$ cat src/hw/rtl/assert_macros.svh
// Assertion macros shared by the ray/box intersection RTL.
// Included by the modules that carry concurrent checks; no other dependencies.
`ifndef ASSERT_MACROS_SVH
`define ASSERT_MACROS_SVH

// Property checked on every rising clock edge outside reset.
`define RBS_ASSERT(lbl, clk, rst_n, prop, msg) \
	lbl: assert property (@(posedge clk) disable iff (!rst_n) prop) else $error(msg);

// Same-cycle implication checked on every rising clock edge outside reset.
`define RBS_ASSERT_IMPLY(lbl, clk, rst_n, ante, cons, msg) \
	lbl: assert property (@(posedge clk) disable iff (!rst_n) (ante) |-> (cons)) else $error(msg);

`endif

$ cat src/hw/rtl/rbsi_pkg.sv
// Shared types, constants and helpers for the ray/box slab intersection block.
// No dependencies; used by every module of the block except rbsi_div_pipe.
`timescale 1ns / 1ps
`default_nettype none

package rbsi_pkg;

	localparam int DATA_W = 32;
	localparam int THR_W  = 31;
	localparam int NORM_W = 2;
	localparam int CFG_W  = 3;

	typedef logic signed [DATA_W-1:0] fix_t;
	typedef logic signed [NORM_W-1:0] norm_t;

	typedef enum logic [CFG_W-1:0] {
		CFG_C1X,
		CFG_C1Y,
		CFG_C1Z,
		CFG_C2X,
		CFG_C2Y,
		CFG_C2Z,
		CFG_DTHR,
		CFG_PTHR
	} cfg_idx_t;

	// Per-axis box setup handed to the lanes.
	typedef struct packed {
		fix_t             hi;
		fix_t             lo;
		logic [THR_W-1:0] dir_thr;
		logic [THR_W-1:0] pos_thr;
	} axis_cfg_t;

	localparam norm_t NORM_POS  = 2'sb01;
	localparam norm_t NORM_NEG  = 2'sb11;
	localparam norm_t NORM_NONE = 2'sb00;

	localparam fix_t FIX_MAX = 32'sh7FFF_FFFF;
	localparam fix_t FIX_MIN = 32'sh8000_0000;

	localparam logic signed [65:0] SAT_HI = 66'sd2147483647;
	localparam logic signed [65:0] SAT_LO = -66'sd2147483648;

	function automatic fix_t sat_fix(input logic signed [65:0] x);
		fix_t r;
		if (x > SAT_HI) begin
			r = FIX_MAX;
		end else if (x < SAT_LO) begin
			r = FIX_MIN;
		end else begin
			r = x[DATA_W-1:0];
		end
		return r;
	endfunction

endpackage

`default_nettype wire

$ cat src/hw/rtl/rbsi_point_lane.sv
// One axis of the hit point and face normal, two stages, zero on a miss.
// Uses rbsi_pkg.
`timescale 1ns / 1ps
`default_nettype none

module rbsi_point_lane #(
	parameter int FRAC_BITS = 16
) (
	input  wire logic                clk,
	input  wire logic                en,
	input  wire logic                hit,
	input  wire rbsi_pkg::fix_t      org,
	input  wire rbsi_pkg::fix_t      dir,
	input  wire rbsi_pkg::fix_t      enter,
	input  wire rbsi_pkg::axis_cfg_t cfg,
	output rbsi_pkg::fix_t           point,
	output rbsi_pkg::norm_t          normal
);

	logic signed [63:0] prod_s1;
	rbsi_pkg::fix_t     org_s1;
	logic               hit_s1;

	always_ff @(posedge clk) begin
		if (en) begin
			prod_s1 <= dir * enter;
			org_s1  <= org;
			hit_s1  <= hit;
		end
	end

	logic signed [63:0] sh;
	logic signed [65:0] sum;
	rbsi_pkg::fix_t     p;
	logic signed [33:0] dhi, dlo, ahi, alo, thr_w;
	rbsi_pkg::norm_t    n;

	assign sh    = prod_s1 >>> FRAC_BITS;
	assign sum   = {{34{org_s1[31]}}, org_s1} + {{2{sh[63]}}, sh};
	assign p     = rbsi_pkg::sat_fix(sum);
	assign thr_w = {3'b000, cfg.pos_thr};
	assign dhi   = {{2{p[31]}}, p} - {{2{cfg.hi[31]}}, cfg.hi};
	assign dlo   = {{2{p[31]}}, p} - {{2{cfg.lo[31]}}, cfg.lo};
	assign ahi   = dhi[33] ? -dhi : dhi;
	assign alo   = dlo[33] ? -dlo : dlo;

	// The low face wins when the point sits near both faces.
	always_comb begin
		if (alo < thr_w) begin
			n = rbsi_pkg::NORM_NEG;
		end else if (ahi < thr_w) begin
			n = rbsi_pkg::NORM_POS;
		end else begin
			n = rbsi_pkg::NORM_NONE;
		end
	end

	rbsi_pkg::fix_t  point_s2;
	rbsi_pkg::norm_t normal_s2;

	always_ff @(posedge clk) begin
		if (en) begin
			point_s2  <= hit_s1 ? p : '0;
			normal_s2 <= hit_s1 ? n : rbsi_pkg::NORM_NONE;
		end
	end

	assign point  = point_s2;
	assign normal = normal_s2;

endmodule

`default_nettype wire

$ cat config.mk
export PLATFORM = sky130hd
export DESIGN_NAME = rbsi_point_lane
export DESIGN_NICKNAME = d
export VERILOG_FILES = /design/src/hw/rtl/assert_macros.svh /design/src/hw/rtl/rbsi_pkg.sv /design/src/hw/rtl/rbsi_point_lane.sv
export SDC_FILE = /design/constraint.sdc
export NUM_CORES = 2
export LEC_CHECK = 0
export BUFFER_PORTS_ARGS = -buffer_cell sky130_fd_sc_hd__buf_2
export CORE_MARGIN = 4
export CORE_UTILIZATION = 45
export DETAILED_ROUTE_END_ITERATION = 10
export HOLD_SLACK_MARGIN = 0.15
export PLACE_DENSITY = 0.61
export SLEW_MARGIN = 40
export SYNTH_ARGS = -nofsm -noshare
export SYNTH_HDL_FRONTEND = slang
export SYNTH_SLANG_ARGS = --single-unit
$ cat constraint.sdc
create_clock -name clk -period 10.7 [get_ports clk]
set_clock_uncertainty 0.2 [all_clocks]
set_input_delay 1.605 -clock clk [delete_from_list [all_inputs] [get_ports clk]]
set_output_delay 1.605 -clock clk [all_outputs]
set_load 0.05 [all_outputs]
; ---- Word-level counts from Yosys, hierarchy flattened
; Cells that the tools add are included.
[word_totals]
out_inout_bits = 34
memories = 0
mem_bits_ro = 0
word_cells = 21
latch_bits = 0
ram_bits = 0
inputBits = 225
regBits = 131
[op_classes]
div = 0
n_reduce_logical = 0
bitwise_logic = 0
eq_ne = 0
addsub = 5
shifts = 0
mux = 6
multipliers = 1
n_lt_le_gt_ge = 4
[ops]
columns = op, count
row1 = 34-bit by 32-bit less-than comparator with 1-bit output, 2
row2 = 34-bit two-way mux, 2
row3 = 33-bit negation with 34-bit output, 2
row4 = 32-bit by 32-bit subtractor with 33-bit output, 2
row5 = 32-bit by 32-bit multiplier with 64-bit output, 1
row6 = 32-bit two-way mux, 2
row7 = 32-bit by 48-bit adder with 49-bit output, 1
row8 = 49-bit by 32-bit > comparator with 1-bit output (second input constant), 1
row9 = 49-bit by 32-bit less-than comparator with 1-bit output (second input constant), 1
row10 = 2-bit two-way mux, 1
row11 = 1-bit two-way mux, 1

; ---- Logic depth before layout (Yosys ltp)
[logic_depth]
ltp_word = 10
depth_mapped = 41
mapped_depth_nobuf = 39

; ---- Worst setup path after synthesis
; Ideal clock, no wire load.
[synth_timing]
path_kind = input to register
startpoint = in enter[5]
endpoint = reg prod_s1[63] (data pin)
t_required_ns = 10.238
path_buffers = 2
setup_slack_ns = 1.213
arrival_ns = 9.026
cell_stages = 26
setup_time_ns = 0.262
path_cell_list = clkbuf_1 nand2_1 inv_1 fa_1 fa_1 fa_1 fa_1 inv_1 fa_1 fa_1 fa_1 fa_1 inv_1 ha_1 clkbuf_1 a21o_1 a21o_1 a21oi_1 nor2b_1 o21ai_0 nand2b_1 a21oi_1 o31ai_1 and4_1 a211oi_1 xnor2_1
[synth_via]
elab_chain_cells = 1
[synth_lines]
columns = element, line_no
row1 = "start, declared", rbsi_point_lane.sv:14  ; input wire rbsi_pkg::fix_t enter,
row2 = 32-bit by 32-bit multiplier with 64-bit output, rbsi_point_lane.sv:26  ; prod_s1 <= dir * enter;
row3 = "end signal, assigned", rbsi_point_lane.sv:26
row4 = "end, declared", rbsi_point_lane.sv:20  ; logic signed [63:0] prod_s1;
; Every way passes these cells.
; A chain may end at the register's enable or synchronous reset.

; ---- Final worst setup path
[layout_timing]
startpoint = reg prod_s1[16]
endpoint = reg normal_s2[0] (netlist: normal[0]) (data pin)
[layout_via]
elab_chain_cells = 10
word_cells_on_any_way = 15
classes_between = 5 x add/sub / 4 x order compare / 6 x mux
[layout_lines]
columns = element, line_no
row1 = 32-bit by 48-bit adder with 49-bit output *, rbsi_point_lane.sv:39  ; assign sum = {{34{org_s1[31]}}, org_s1} + {{2{sh[63]}}, sh};
row2 = 49-bit by 32-bit less-than comparator with 1-bit output, rbsi_pkg.sv:49  ; end else if (x < SAT_LO) begin
row3 = 32-bit two-way mux, rbsi_pkg.sv:49
row4 = 32-bit two-way mux *, rbsi_pkg.sv:47  ; if (x > SAT_HI) begin
row5 = 32-bit by 32-bit subtractor with 33-bit output, rbsi_point_lane.sv:42  ; assign dhi = {{2{p[31]}}, p} - {{2{cfg.hi[31]}}, cfg.hi};
row6 = 33-bit negation with 34-bit output, rbsi_point_lane.sv:44  ; assign ahi = dhi[33] ? -dhi : dhi;
row7 = 34-bit two-way mux, rbsi_point_lane.sv:44
row8 = 34-bit by 32-bit less-than comparator with 1-bit output, rbsi_point_lane.sv:51  ; end else if (ahi < thr_w) begin
row9 = 1-bit two-way mux, rbsi_point_lane.sv:51
row10 = 2-bit two-way mux *, rbsi_point_lane.sv:49  ; if (alo < thr_w) begin
row11 = "end signal, assigned", rbsi_point_lane.sv:64  ; normal_s2 <= hit_s1 ? n : rbsi_pkg::NORM_NONE;
row12 = "end, declared", rbsi_point_lane.sv:59  ; rbsi_pkg::norm_t normal_s2;
; Mark *: on every way between the ends. The rest lies on a longest branch, timed or not.

==> out/metrics.csv <==
metric,value,unit
synthArstFlopShare,0,%
ys_warn_count,0,
fin_setup_tns,0,ps
ys_top_cells_by_count,"inv_1 (1260), fa_1 (1084), nand2_1 (884)",
status,"finished, final reports clean",
maxCapViolCount,0,
cp.required,10660,ps
top_level_ports,259,
yosys.area.top_type_share,44.2,%
holdPathEnd,point[4]$_SDFFCE_PN0P_,
wl,147000,um
max-slew-margin-rel,47.2,%
hold_path.startpoint,org_s1[4]$_DFFE_PP_,
ys_seq_elements,115,
min_path_cells,3,
rows,120,
clkLatencyLatePin,420,ps
syn_area,49100,um2
finalCritPeriodShare,93.3,%
synthAdderAreaFrac,53.2,%
grt_usage,26.1,%
drt_pass1_iterations,5,
rr_worst_depth,39,
area_growth,7.80,%
cts_sinks,115,
cp-end-kind,register,
synthTopCellsByArea,"fa_1 (44%), inv_1 (9.6%), ha_1 (9.0%)",
cts-buffers-inserted,17,
synth.most_common_cell,inv_1,
vias,38300,
grt_max_degree,59,
synth_cell_types,94,
timing.rr.end,normal[0]$_SDFFCE_PN0P_,
r2r-start,prod_s1[16]$_DFFE_PP_,
synth_compound_area_share,8.89,%
die_h,338,um
worstPathArrival,9950,ps
hp-class,reg -> reg,
port_buffers,227,
fmax,100,MHz
root_buffer,clkbuf_16,
clk_path_buf_depth,2,
crit_top_cell,ha_1,
ff2ff_setup_slack,710,ps
wl_per_cell,20.6,um
synth-simple-area-share,15.6,%
dieArea,115000,um2
rsz0062_at_grt,no,
seq_area_frac_synth,7.03,%
drt_iter0_drc,2265,
worstMarginPinSlew,791,ps
fp.dieW,338,um
n_fill_cell,10300,
cts.reportedPaths.clkPinSlew,60,ps
synth_top_family_by_area,adder cells,
max_stage_delay,520,ps
yosys.area.top_type,fa_1,
postSynthCellCount,5580,
worst-setup-path-type,reg -> reg,
worstPathMaxFanout,5,
synth_nets,7243,
slew_viol_final,0,
cp_slowest_cell,o41a_2,
muxShareOfSynthArea,0.0840,%
drc,0,
viasPerCell,5.35,
antenna_found_initial,13,
synth_edf_count,115,
hold_violations,0,
cts_tree,yes,
htree_levels,4,
period_minus_slack,9990,ps
grt_pass1_vias,40500,
synth-xor-area-share,3.62,%
drive_gt1_share,8.21,%
ys.flop_type,edfxtp_1,
start_kind,register,
start_util,45.6,%
place.gp.congestion,0.916,
antenna_left,0,
setup_viol_count_final,0,
dp_hpwl,126000,um
nets,7402,
core_area,108000,um2
grt_pass1_wl,233000,um
overflow,0,
post_synth.cell_area_avg,8.81,um2
## worst max-delay path, delay by kind of cell (launching register included)
family                   cells  cell delay [ps]
adder cells (fa/ha/maj)      5             1380
flip-flops                   1              390
AND/OR/NAND/NOR             15             3880
buffers and inverters        4              510
XOR/XNOR                     2              250
AO/OA/AOI/OAI               13             3120
## area by class of cell
type | instances | area, um2 | share of cell area (%)
antenna | 7 | 17.5 | 0.0331
clock buffer | 19 | 433 | 0.817
clock inverter | 13 | 159 | 0.300
inverter | 1260 | 4730 | 8.93
multi-input combinational | 3954 | 40000 | 75.6
sequential | 115 | 3450 | 6.52
tap | 1403 | 1760 | 3.31
timing repair buffer | 391 | 2400 | 4.53
## worst max path at each step
stage | startpoint | endpoint | slack [ps] | cells past startpoint
2_1_floorplan | enter[5] | prod_s1[63]$_DFFE_PP_ | 1210 | 26
3_3_place_gp | dir[16] | prod_s1[63]$_DFFE_PP_ | 420 | 29
3_5_place_dp | prod_s1[16]$_DFFE_PP_ | normal[0]$_SDFFCE_PN0P_ | 350 | 38
4_1_cts | prod_s1[16]$_DFFE_PP_ | normal[0]$_SDFFCE_PN0P_ | 330 | 38
5_1_grt | prod_s1[16]$_DFFE_PP_ | normal[0]$_SDFFCE_PN0P_ | 90 | 38
6_report | prod_s1[16]$_DFFE_PP_ | normal[0]$_SDFFCE_PN0P_ | 710 | 39
## sequential cells by signal (all words and copies together), names as in the netlist
signal / count
org_s1: 32
normal: 2
point: 32
prod_s1: 48
hit_s1: 1
## placed cells by master (no fill, tap or decap), types with 88 or more instances in the layout
master and instances:
a21o_1 88, a21oi_1 237, and2_1 271, buf_2 225
buf_4 164, edfxtp_1 115, fa_1 1084, ha_1 354
inv_1 1260, nand2_1 884, nor2_1 143, o21ai_0 118
xnor2_1 123
## metrics by stage
stage	cell area (um2)	hold slack (ps)	util, %	worst slack [ps]	std cells
floorplan	49100	414	-	1210	5580
global route	53000	756	49.1	86.1	7155
global placement	52300	616	48.5	415	7122
detailed placement	52300	625	48.5	352	7122
finish	53000	645	49.1	712	7162
CTS	52900	648	49.1	327	7154
## layer usage
metal  wire (um)  GRT usage [%]
met5          57              0
met4        4310           6.53
met2       70000           44.0
met3       13100           4.88
met1       60000           34.9
## cell families (layout without fill, tap and decap cells)
| family | after synthesis | count (layout) |
|---|---|---|
| mux | 4 | 4 |
| buf+inv | 1511 | 1683 |
| compound gates | 683 | 683 |
| fa+ha+maj | 1438 | 1438 |
| simple gates | 1626 | 1626 |
| other cells | 0 | 7 |
| xor+xnor | 203 | 203 |
| flops | 115 | 115 |
## what timing repair did
action | 4_1_cts | 5_1_grt
gates resized for setup | 0 | 4
setup endpoints to repair | 0 | 2
hold buffers | 0 | 0
buffers inserted | 0 | 1
Power is not shown: default switching activity piles up to over one toggle a cycle in this logic, so the estimate is an artifact.
